<file path="src/sv/zdsr_pkg.sv">
`timescale 1ns / 1ps

package zdsr_pkg;

  // Hard cap on data bytes per subpacket; max_length is clamped to this.
  localparam int MaxSubpacket = 1024;

  localparam int KindW  = 3;
  localparam int ByteW  = 8;
  localparam int CountW = 11;
  localparam int CrcW   = 32;
  localparam int TrlW   = 3;

  localparam logic [CrcW-1:0]  Crc32Init    = 32'hFFFF_FFFF;
  localparam logic [CrcW-1:0]  Crc32Residue = 32'hDEBB_20E3;
  localparam logic [CrcW-1:0]  Crc32Poly    = 32'hEDB8_8320;
  localparam logic [15:0]      Crc16Poly    = 16'h1021;
  localparam logic [TrlW-1:0]  Crc16Trailer = 3'd2;
  localparam logic [TrlW-1:0]  Crc32Trailer = 3'd4;

  typedef enum logic [KindW-1:0] {
    SYM_DATA      = 3'd0,
    SYM_FRAME_END = 3'd1,
    SYM_CANCEL    = 3'd2,
    SYM_TIMEOUT   = 3'd3,
    SYM_OTHER     = 3'd4
  } sym_kind_e;

  typedef enum logic [KindW-1:0] {
    RES_DATA      = 3'd0,
    RES_GOOD_END  = 3'd1,
    RES_BAD_CRC   = 3'd2,
    RES_CANCEL    = 3'd3,
    RES_TIMEOUT   = 3'd4,
    RES_BAD_SUB   = 3'd5,
    RES_TOO_LONG  = 3'd6
  } res_kind_e;

  typedef enum logic {
    CFG_CRC32_MODE = 1'b0,
    CFG_MAX_LENGTH = 1'b1
  } cfg_index_e;

  typedef struct packed {
    logic [KindW-1:0]  kind;
    logic [ByteW-1:0]  value;
    logic [CountW-1:0] count;
  } res_t;

  // CRC-16/XMODEM, augmented form: shift message bits in at the bottom.
  function automatic logic [15:0] crc16_fold(input logic [15:0] crc,
                                             input logic [ByteW-1:0] b);
    logic [15:0] c;
    logic        top;
    c = crc;
    for (int i = ByteW - 1; i >= 0; i--) begin
      top = c[15];
      c   = {c[14:0], b[i]};
      if (top) begin
        c = c ^ Crc16Poly;
      end
    end
    return c;
  endfunction

  // Reflected CRC-32, one byte.
  function automatic logic [CrcW-1:0] crc32_fold(input logic [CrcW-1:0] crc,
                                                 input logic [ByteW-1:0] b);
    logic [CrcW-1:0] c;
    c = crc ^ {{(CrcW-ByteW){1'b0}}, b};
    for (int i = 0; i < ByteW; i++) begin
      c = c[0] ? ((c >> 1) ^ Crc32Poly) : (c >> 1);
    end
    return c;
  endfunction

endpackage

</file>
<file path="src/sv/zmodem_data_subpacket_receiver.sv">
`timescale 1ns / 1ps

// Channel | dir | handshake                | payload
// --------+-----+--------------------------+------------------------------------
// symbol  | in  | in_valid_i / in_stall_o  | sym_kind_i, sym_value_i
// result  | out | out_valid_o / out_stall_i| res_kind_o, res_value_o, byte_count_o
// config  | in  | cfg_we_i (no wait)       | cfg_index_i, cfg_data_i
//
// One symbol per cycle while in_stall_o is low. The CRC byte fold, limit compare
// and trailer count all sit between the subpacket state registers and the result
// register; a result goes to the skid entry instead while a held result is stalled.
// A two-entry output (result register + skid) keeps in_stall_o registered;
// intake stops only while both entries are full.
// rst_ni (async, active low) clears the subpacket state, CRC-16 mode,
// max_length = 1024, and both output entries. No clearing pass.

module zmodem_data_subpacket_receiver (
  input  logic                          clk_i,
  input  logic                          rst_ni,

  input  logic                          in_valid_i,
  output logic                          in_stall_o,
  input  logic [zdsr_pkg::KindW-1:0]    sym_kind_i,
  input  logic [zdsr_pkg::ByteW-1:0]    sym_value_i,

  output logic                          out_valid_o,
  input  logic                          out_stall_i,
  output logic [zdsr_pkg::KindW-1:0]    res_kind_o,
  output logic [zdsr_pkg::ByteW-1:0]    res_value_o,
  output logic [zdsr_pkg::CountW-1:0]   byte_count_o,

  input  logic                          cfg_we_i,
  input  logic                          cfg_index_i,
  input  logic [zdsr_pkg::CountW-1:0]   cfg_data_i
);

  localparam logic [zdsr_pkg::CountW-1:0] MaxSub = zdsr_pkg::CountW'(zdsr_pkg::MaxSubpacket);

  // configuration
  logic                          crc32_mode_q;
  logic [zdsr_pkg::CountW-1:0]   max_length_q;

  // subpacket state
  logic [zdsr_pkg::CrcW-1:0]     crc_q, crc_d;
  logic                          in_trailer_q, in_trailer_d;
  logic [zdsr_pkg::TrlW-1:0]     trailer_left_q, trailer_left_d;
  logic [zdsr_pkg::ByteW-1:0]    end_char_q, end_char_d;
  logic [zdsr_pkg::CountW-1:0]   stored_count_q, stored_count_d;

  // output entries
  logic                          out_valid_q, skid_valid_q;
  zdsr_pkg::res_t                out_q, skid_q;

  logic                          in_fire, out_fire;
  logic                          res_valid;
  zdsr_pkg::res_t                res;
  logic [zdsr_pkg::CrcW-1:0]     crc_fold, crc_start;
  logic [zdsr_pkg::CountW-1:0]   limit;
  logic [zdsr_pkg::TrlW-1:0]     trl_dec;
  logic                          crc_ok;

  assign in_stall_o = skid_valid_q;
  assign in_fire    = in_valid_i && !skid_valid_q;
  assign out_fire   = out_valid_q && !out_stall_i;

  assign out_valid_o  = out_valid_q;
  assign res_kind_o   = out_q.kind;
  assign res_value_o  = out_q.value;
  assign byte_count_o = out_q.count;

  assign crc_start = crc32_mode_q ? zdsr_pkg::Crc32Init : '0;
  assign crc_fold  = crc32_mode_q ? zdsr_pkg::crc32_fold(crc_q, sym_value_i)
                                  : {16'h0000, zdsr_pkg::crc16_fold(crc_q[15:0], sym_value_i)};
  assign limit     = (max_length_q < MaxSub) ? max_length_q : MaxSub;
  assign trl_dec   = trailer_left_q - 3'd1;
  assign crc_ok    = crc32_mode_q ? (crc_fold == zdsr_pkg::Crc32Residue)
                                  : (crc_fold[15:0] == 16'h0000);

  // Per-symbol decode. Every result other than data closes the subpacket.
  always_comb begin
    crc_d          = crc_q;
    in_trailer_d   = in_trailer_q;
    trailer_left_d = trailer_left_q;
    end_char_d     = end_char_q;
    stored_count_d = stored_count_q;
    res_valid      = 1'b0;
    res            = '0;

    case (zdsr_pkg::sym_kind_e'(sym_kind_i))
      zdsr_pkg::SYM_DATA: begin
        if (in_trailer_q) begin
          crc_d          = crc_fold;
          trailer_left_d = trl_dec;
          if (trl_dec == '0) begin
            res_valid = 1'b1;
            if (crc_ok) begin
              res.kind  = zdsr_pkg::RES_GOOD_END;
              res.value = end_char_q;
              res.count = stored_count_q;
            end else begin
              res.kind  = zdsr_pkg::RES_BAD_CRC;
            end
            crc_d          = crc_start;
            in_trailer_d   = 1'b0;
            end_char_d     = '0;
            stored_count_d = '0;
          end
        end else if (stored_count_q >= limit) begin
          res_valid      = 1'b1;
          res.kind       = zdsr_pkg::RES_TOO_LONG;
          crc_d          = crc_start;
          trailer_left_d = '0;
          end_char_d     = '0;
          stored_count_d = '0;
        end else begin
          res_valid      = 1'b1;
          res.kind       = zdsr_pkg::RES_DATA;
          res.value      = sym_value_i;
          res.count      = stored_count_q;
          crc_d          = crc_fold;
          stored_count_d = stored_count_q + 11'd1;
        end
      end
      zdsr_pkg::SYM_FRAME_END: begin
        // also restarts the check byte count if seen inside the trailer
        crc_d          = crc_fold;
        end_char_d     = sym_value_i;
        in_trailer_d   = 1'b1;
        trailer_left_d = crc32_mode_q ? zdsr_pkg::Crc32Trailer : zdsr_pkg::Crc16Trailer;
      end
      default: begin
        res_valid      = 1'b1;
        if (zdsr_pkg::sym_kind_e'(sym_kind_i) == zdsr_pkg::SYM_CANCEL) begin
          res.kind = zdsr_pkg::RES_CANCEL;
        end else if (zdsr_pkg::sym_kind_e'(sym_kind_i) == zdsr_pkg::SYM_TIMEOUT) begin
          res.kind = zdsr_pkg::RES_TIMEOUT;
        end else begin
          res.kind = zdsr_pkg::RES_BAD_SUB;
        end
        crc_d          = crc_start;
        in_trailer_d   = 1'b0;
        trailer_left_d = '0;
        end_char_d     = '0;
        stored_count_d = '0;
      end
    endcase
  end

  // Configuration and subpacket state. A mode write restarts the subpacket.
  always_ff @(posedge clk_i or negedge rst_ni) begin
    if (!rst_ni) begin
      crc32_mode_q   <= 1'b0;
      max_length_q   <= 11'd1024;
      crc_q          <= '0;
      in_trailer_q   <= 1'b0;
      trailer_left_q <= '0;
      end_char_q     <= '0;
      stored_count_q <= '0;
    end else if (cfg_we_i) begin
      case (zdsr_pkg::cfg_index_e'(cfg_index_i))
        zdsr_pkg::CFG_CRC32_MODE: begin
          crc32_mode_q   <= cfg_data_i[0];
          crc_q          <= cfg_data_i[0] ? zdsr_pkg::Crc32Init : '0;
          in_trailer_q   <= 1'b0;
          trailer_left_q <= '0;
          end_char_q     <= '0;
          stored_count_q <= '0;
        end
        zdsr_pkg::CFG_MAX_LENGTH: begin
          max_length_q <= cfg_data_i;
        end
        default: begin
          max_length_q <= max_length_q;
        end
      endcase
    end else if (in_fire) begin
      crc_q          <= crc_d;
      in_trailer_q   <= in_trailer_d;
      trailer_left_q <= trailer_left_d;
      end_char_q     <= end_char_d;
      stored_count_q <= stored_count_d;
    end
  end

  // Result register plus skid entry; skid drains into the result register first.
  always_ff @(posedge clk_i or negedge rst_ni) begin
    if (!rst_ni) begin
      out_valid_q  <= 1'b0;
      skid_valid_q <= 1'b0;
    end else if (skid_valid_q) begin
      if (out_fire) begin
        skid_valid_q <= 1'b0;
      end
    end else if (in_fire && res_valid) begin
      if (out_valid_q && !out_fire) begin
        skid_valid_q <= 1'b1;
      end else begin
        out_valid_q <= 1'b1;
      end
    end else if (out_fire) begin
      out_valid_q <= 1'b0;
    end
  end

  always_ff @(posedge clk_i) begin
    if (skid_valid_q) begin
      if (out_fire) begin
        out_q <= skid_q;
      end
    end else if (in_fire && res_valid) begin
      if (out_valid_q && !out_fire) begin
        skid_q <= res;
      end else begin
        out_q <= res;
      end
    end
  end

  // skid only fills behind a held result
  assert property (@(posedge clk_i) disable iff (!rst_ni)
    skid_valid_q |-> out_valid_q)
    else $error("skid entry valid without result entry");

  // trailer flag and check byte count move together
  assert property (@(posedge clk_i) disable iff (!rst_ni)
    in_trailer_q == (trailer_left_q != '0))
    else $error("trailer flag and count disagree");

  assert property (@(posedge clk_i) disable iff (!rst_ni)
    stored_count_q <= MaxSub)
    else $error("stored byte count beyond hard cap");

  // a result in the skid entry leaves the result register unchanged while stalled
  assert property (@(posedge clk_i) disable iff (!rst_ni)
    (skid_valid_q && out_stall_i) |=> (skid_valid_q && $stable(out_q)))
    else $error("held result lost while skid entry full");

endmodule

</file>
<file path="config.mk">
export PLATFORM = sky130hd
export DESIGN_NAME = zmodem_data_subpacket_receiver
export DESIGN_NICKNAME = d
export VERILOG_FILES = /design/src/sv/zdsr_pkg.sv /design/src/sv/zmodem_data_subpacket_receiver.sv
export SDC_FILE = /design/constraint.sdc
export NUM_CORES = 1
export LEC_CHECK = 0
export BUFFER_PORTS_ARGS = -buffer_cell sky130_fd_sc_hd__buf_2
export CAP_MARGIN = 30
export CORE_UTILIZATION = 39
export CTS_CLUSTER_DIAMETER = 150
export DETAILED_ROUTE_END_ITERATION = 7
export SETUP_SLACK_MARGIN = 0.3
export SYNTH_ARGS = -nofsm -noshare
export SYNTH_HDL_FRONTEND = slang
export SYNTH_SLANG_ARGS = --single-unit
export TNS_END_PERCENT = 10
</file>
<file path="constraint.sdc">
create_clock -name clk_i -period 4.7 [get_ports clk_i]
set_input_delay 0.94 -clock clk_i [delete_from_list [all_inputs] [get_ports clk_i]]
set_output_delay 0.94 -clock clk_i [all_outputs]
set_load 0.1 [all_outputs]
</file>
==> run summary, run 1 <==
Slew headroom - 30.84%
largest family of logic cells by synthesized area - XOR/XNOR gates
Synth Area in Adders - 2.596%
IO Pins - 52
Vias/cell - 5.394
Post-synth top cells - dfrtp_1, nor2_1, nand2_1
Pwr Density - 697.8 mW/mm²
fin. max-slew vios - 0
utilization after layout - 46.77%
clk_skew - 27.07 ps
synthesized area - 0.006748 mm²
Top FF cell, synth - dfrtp_1
nets - 731
Async SR Flop Fraction - 61.06%
dpl hpwl - 11680 µm
placed insts - 890
RSZ-0062 raised after global routing - false
CP Launch Type - input port
period utilization - 83.45%
synth unique cells - 61
per-cell routed wire length - 17.79 µm
Tot Pwr - 5.470 mW
final instance area - 0.007839 mm²
Buf+Inv Stages, Crit Path - 2
Reg clk slew, reported paths - 60 ps
FMAX - 0.2550 GHz
core area - 0.01676 mm²
Die X - 133.5 µm
post-CTS setup buffer count - 0
Period minus WS final - 3922 ps
initial cell density of the core - 40.26%
clock buffer count from CTS - 17
full die area - 0.01783 mm²
Synth Area in Compound Gates - 14.54%
# hold bufs at CTS - 0
dpl ws - 485.8 ps
count leader, synth - dfrtp_1
Critical R2R Launch - crc_q[5]
endpoints failing hold - 0
layout cells sized above 1 - 20.94%
synthesized area per cell - 10.45 µm²
routability cong. - 0.8795
max cap viols - 0
Area Overhead vs Synth - 16.17%
R2R setup slack - 990 ps
CP Capture Type - flip-flop
global-route wire length before repair - 26650 µm
Pre-antenna DRT Iters - 5
final worst-path setup slack - 778.0 ps
Worst EP required - 4960 ps
Hold Worst Slack - 455.4 ps
Yosys reg bits - 113
CP max stage delay - 520 ps
most used cell, CP - o21ai_0
1st-iter DRT viols - 347
fin cells - 923
initial antenna violation count - 1
final setup violation count - 0
Root Buffer - clkbuf_16
clk sinks - 113
number of synthesized flops with an enable pin - 44
actual slew at the worst max-slew pin - 1035 ps
Critical R2R Capture - byte_count_o[1]
Remaining DRCs - 0
kind of critical path - input port to flip-flop
mux contribution to synthesized area - 4.710%
final WL - 16420 µm
largest cells by area after synthesis - dfrtp_1, edfxtp_1, xnor2_1, mux2_2, nor2_1
outcome - completed
row count - 47
Clock Tree Buf Depth - 2
port bufs - 51
DP Area - 0.007228 mm²
vias in the first global route - 4980
post-synth top area cell - dfrtp_1
CP delay by family, top - XOR/XNOR gates
P_leak - 3.304 nW
crit path DAT - 4180 ps
Mapped Nets - 688
Routed Antenna Nets - 0
largest net degree at the start of global routing - 54
global-route usage over all layers - 19.41%
Min-Delay Path Class - input port to async pin
Vias - 4979
critical path fanouts, max - 19
CP cell instances - buf_2 -> xnor2_2 -> xnor3_1 -> mux2i_1 -> xnor2_1 -> nor4bb_1 -> nand4_1 -> a211oi_4 -> buf_4 -> o21ai_0 -> o21ai_0
post-synthesis xor/xnor area fraction - 16.37%
H-tree depth - 4
reg2reg path depth - 10
Slowest-stage cell, CP - xnor3_1
grt ovf - 0
Post-CTS Resized - 0
Yosys top cell area share - 25.22%
CTS tree - built
Ys Warns - 0
simple-gate share of the synthesized area - 12.76%
register area share after synthesis - 45.19%
worst vdd ir - 0.3720 mV
Skew-Pair Late Insertion Delay - 430 ps
cells after synthesis - 646
post-route setup TNS - 0 ps
Die Ht - 133.5 µm
## metal layers
| metal | track usage (%) | wire, µm | vias up |
|---|---|---|---|
| met1 | 25.18 | 7444 | 2435 |
| met3 | 4.985 | 962 | 21 |
| met4 | 6.755 | 247 | 0 |
| li1 | - | - | 2372 |
| met2 | 31.37 | 7767 | 151 |
| met5 | 0 | 0 | - |
## worst max-delay path by stage
stage / from / to / slack, ps / cells past startpoint
CTS: sym_value_i[5] / res_value_o[3] / 900 / 11
global placement: sym_value_i[5] / res_value_o[1] / 470 / 11
global route: sym_value_i[5] / byte_count_o[1] / 610 / 11
floorplan: sym_value_i[5] / byte_count_o[0] / 900 / 11
finish: sym_value_i[5] / byte_count_o[1] / 780 / 11
detailed placement: sym_value_i[5] / res_value_o[3] / 490 / 11
## registers in the layout, indices dropped and copies added (netlist names)
signal	cells
byte_count_o	11
crc32_mode_q	1
crc_q	32
end_char_q	8
in_stall_o	1
in_trailer_q	1
max_length_q	11
out_valid_o	1
res_kind_o	3
res_value_o	8
skid_q	22
stored_count_q	11
trailer_left_q	3
## cell families (layout without fill, tap and decap cells)
group	Yosys count	after routing
AND/OR/NAND/NOR	181	181
AO/OA/AOI/OAI	150	150
flip-flops	113	113
XOR/XNOR	94	94
buffers and inverters	65	121
multiplexers	29	29
adder cells (fa/ha/maj)	14	14
other	0	1
## power by group
| group | switching, mW | leakage [nW] | internal [mW] | total [mW] |
|---|---|---|---|---|
| sequential | 0.188 | 1.28 | 1.28 | 1.47 |
| clock | 0.494 | 0.288 | 0.838 | 1.33 |
| combinational | 1.68 | 1.74 | 0.989 | 2.67 |
## final cells by class
type / count / area, µm²
Fill cell: 1543 / 8921
Multi-Input combinational cell: 468 / 3450
Sequential cell: 113 / 3049
Clock buffer: 17 / 425.4
Timing Repair Buffer: 62 / 352.8
Tap cell: 220 / 275.3
Clock inverter: 15 / 182.7
Inverter: 27 / 101.3
Antenna cell: 1 / 2.502
## cell usage in the layout, fill, tap and decap left out, types with 6 or more instances in the layout
cell type | synthesis | layout
buf_2 | 5 | 51
o221a_2 | 8 | 8
edfxtp_1 | 44 | 44
nand2_1 | 52 | 52
nand4_1 | 12 | 12
o21ai_1 | 19 | 19
nor2_1 | 59 | 59
inv_1 | 25 | 25
buf_4 | 0 | 9
xor2_1 | 24 | 24
dfrtp_1 | 68 | 68
xnor2_1 | 48 | 48
xnor3_1 | 9 | 9
nor2b_1 | 8 | 8
a21oi_1 | 41 | 40
ha_1 | 14 | 14
mux2_2 | 22 | 22
a22o_1 | 10 | 10
and3_1 | 9 | 9
mux2i_1 | 7 | 7
nand2b_1 | 6 | 6
clkbuf_16 | 0 | 17
o21ai_0 | 39 | 39
nand3b_1 | 8 | 8
nor3_1 | 7 | 7
Power figures use the tool's default switching activity.
==> run 2: changes to the inputs <==
- ABC_AREA: unset -> 1
- clock period: 4.7 -> 3.2 ns (I/O delays scaled with it)
==> run summary, run 2 <==
outcome - finished with violations
failing checks - design-rule violations
largest cells by area after synthesis - dfrtp_1, nand2_1, edfxtp_1, nand3_1, inv_1
Vias/cell - 5.259 (-2.5%)
Mapped Nets - 1111 (+61%)
final WL - 22440 µm (+37%)
utilization after layout - 46.32% (-0.45 points)
Remaining DRCs - 2 (+2)
synthesized area per cell - 7.243 µm² (-31%)
nets - 1177 (+61%)
vias in the first global route - 6956 (+40%)
crit path DAT - 3120 ps (-1060 ps)
Slowest-stage cell, CP - dfstp_2
Hold Worst Slack - 22.40 ps (-433.0 ps)
Yosys top cell area share - 21.98% (-3.2 points)
period utilization - 88.45%
max reg flops - 32 (unchanged)
Min-Delay Path Class - input port to async pin
fill count - 1958 (+27%)
critical path fanouts, max - 13 (-6)
actual slew at the worst max-slew pin - 901.2 ps (-134.0 ps)
Yosys reg bits - 113 (unchanged)
Post-synth top cells - nand2_1, nand3_1, inv_1
Async SR Flop Fraction - 61.06% (unchanged)
Routed Antenna Nets - 0 (unchanged)
Critical R2R Capture - crc_q[5]
synthesized area - 0.007742 mm² (+15%)
core area - 0.01946 mm² (+16%)
Worst EP required - 3490 ps (-1470 ps)
CP Capture Type - flip-flop
count leader, synth - nand2_1
CP Launch Type - flip-flop
Reg clk slew, reported paths - 60 ps (about the same)
CTS tree - built
Die X - 142.9 µm (+7.0%)
routability cong. - 0.9520 (+8.2%)
Critical R2R Launch - max_length_q[10]
H-tree depth - 4 (unchanged)
cells after synthesis - 1069 (+65%)
reg2reg path depth - 14 (+4)
worst vdd ir - 0.3409 mV (-8.4%)
CP max stage delay - 520 ps (about the same)
FMAX - 0.3533 GHz
Skew-Pair Late Insertion Delay - 420 ps (about the same)
fin. max-slew vios - 0 (unchanged)
initial antenna violation count - 0 (-1)
RSZ-0062 raised after global routing - true
Largest Register - crc_q
Vias - 7431 (+49%)
full die area - 0.02042 mm² (+15%)
Ys Warns - 0 (unchanged)
ant diodes - 0 (-1)
endpoints failing hold - 0 (unchanged)
Period minus WS final - 2830 ps
number of synthesized flops with an enable pin - 44 (unchanged)
P_leak - 4.338 nW (+31%)
R2R setup slack - 370 ps (-620 ps)
register area share after synthesis - 39.38% (-5.8 points)
final setup violation count - 0 (unchanged)
Pre-antenna DRT Iters - 7 (+2)
most common library cell in the layout ignoring fill and taps - nand2_1
global-route usage over all layers - 23.23% (+3.8 points)
max cap viols - 0 (unchanged)
post-route setup TNS - 0 ps (unchanged)
1st-iter DRT viols - 532 (+53%)
most frequent cells in the layout - nand2_1, nand3_1, inv_1
initial cell density of the core - 39.78% (-0.48 points)
Pwr Density - 817.6 mW/mm² (+17%)
Clock Tree Buf Depth - 2 (unchanged)
port bufs - 51 (unchanged)
kind of critical path - flip-flop to flip-flop
Die Ht - 142.9 µm (+7.0%)
Root Buffer - clkbuf_16
CP cell instances - inv_1 -> nand2_1 -> ha_1 -> a21oi_1 -> o21ai_1 -> nand2_1 -> nand2_1 -> a21oi_1 -> nand2_1 -> a21oi_1 -> buf_4 -> o21ai_0 -> a311oi_1 -> a21oi_1
Area Overhead vs Synth - 16.44%
clock buffer count from CTS - 17 (unchanged)
IO Pins - 52 (unchanged)
largest net degree at the start of global routing - 70 (+30%)
Largest regs - crc_q (32), skid_q (22)
layout cells sized above 1 - 18.12% (-2.8 points)
clk_skew - 10.80 ps (-16.26 ps)
synth unique cells - 44 (-28%)
per-cell routed wire length - 15.88 µm (-11%)
Slew headroom - 39.46% (+8.6 points)
row count - 51 (+8.5%)
dpl hpwl - 16350 µm (+40%)
Top FF cell, synth - dfrtp_1
post-synth top area cell - dfrtp_1
global-route wire length before repair - 36300 µm (+36%)
grt ovf - 0 (unchanged)
clk sinks - 113 (unchanged)
[run 2: cell count changes in the layout (fill, tap and decap cells not counted), moves of 25 or more]
| cell | change |
|---|---|
| nand2_1 | +305 |
| nand3_1 | +103 |
| inv_1 | +67 |
| xnor2_1 | -41 |
| o21ai_0 | +29 |
| nand2_2 | +28 |
| buf_4 | +25 |
[run 2: critical path: cells and delay by family (launching register included)]
kind	cells	cell delay, ps
flops	1	520
compound gates	7	1170
simple gates	4	380
fa+ha+maj	1	250
buf+inv	2	380
[run 2: how the worst max path moves through the flow]
stage | end | cells after the start | start | slack [ps]
floorplan | end_char_q[0] | 16 | max_length_q[10] | 470
finish | crc_q[5] | 14 | max_length_q[10] | 370
detailed placement | skid_q[0] | 18 | sym_value_i[3] | 60
global route | stored_count_q[5] | 18 | max_length_q[10] | 220
global placement | skid_q[0] | 18 | sym_value_i[3] | 70
CTS | skid_q[0] | 17 | crc_q[3] | 390
[run 2: area by class of cell]
| class | instances | area [µm²] | area share, % |
|---|---|---|---|
| Clock buffer | 17 | 425.4 | 4.719 |
| Clock inverter | 15 | 113.9 | 1.263 |
| Inverter | 103 | 389.1 | 4.316 |
| Multi-Input combinational cell | 815 | 4172 | 46.27 |
| Sequential cell | 113 | 3050 | 33.84 |
| Tap cell | 265 | 331.6 | 3.678 |
| Timing Repair Buffer | 85 | 533.0 | 5.913 |
[run 2: per-layer routing]
layer | GRT usage (%) | vias up | part of all wire [%]
li1 | - | 3685 | -
met1 | 30.98 | 3452 | 46
met2 | 37.77 | 264 | 47
met3 | 4.091 | 30 | 6.2
met4 | 7.980 | 0 | 1.6
met5 | 0 | - | 0
[run 2: kinds of logic after synthesis]
logic type / Yosys count / share of synthesized area (%)
adders and majority gates: 14 / 2.262
AOI/OAI and AO/OA: 158 / 11.39
buffers and inverters: 141 / 7.272
xor gates and xnor gates: 23 / 2.602
muxes: 9 / 1.309
and+or+nand+nor: 611 / 35.78
DFF: 113 / 39.38
[run 2: power breakdown]
| group | total (mW) | internal (mW) | switching, mW |
|---|---|---|---|
| combinational | 3.59 | 0.897 | 2.69 |
| sequential | 2.05 | 1.87 | 0.185 |
| clock | 1.73 | 0.994 | 0.734 |
| total | 7.37 | 3.76 | 3.61 |
[run 2: repair_timing]
action,in CTS,in global routing
hold buffers,0,0
cloned,0,0
setup buffers,1,1
gates resized for setup,2,11
endpoints found under the setup margin,19,62
endpoints found under the hold margin,0,0
pin swaps,1,2
[run 2: through the flow]
stage / area [µm²] / instances / total power [mW] / worst slack (ps)
after floorplan: 7746 / 1069 / 4.784 / 471.6
after global placement: 8394 / 1378 / 5.548 / 68.76
after detailed placement: 8394 / 1378 / 5.581 / 57.92
after CTS: 8949 / 1411 / 7.329 / 390.0
after global routing: 9015 / 1413 / 7.874 / 220.5
final: 9015 / 1413 / 7.370 / 369.7
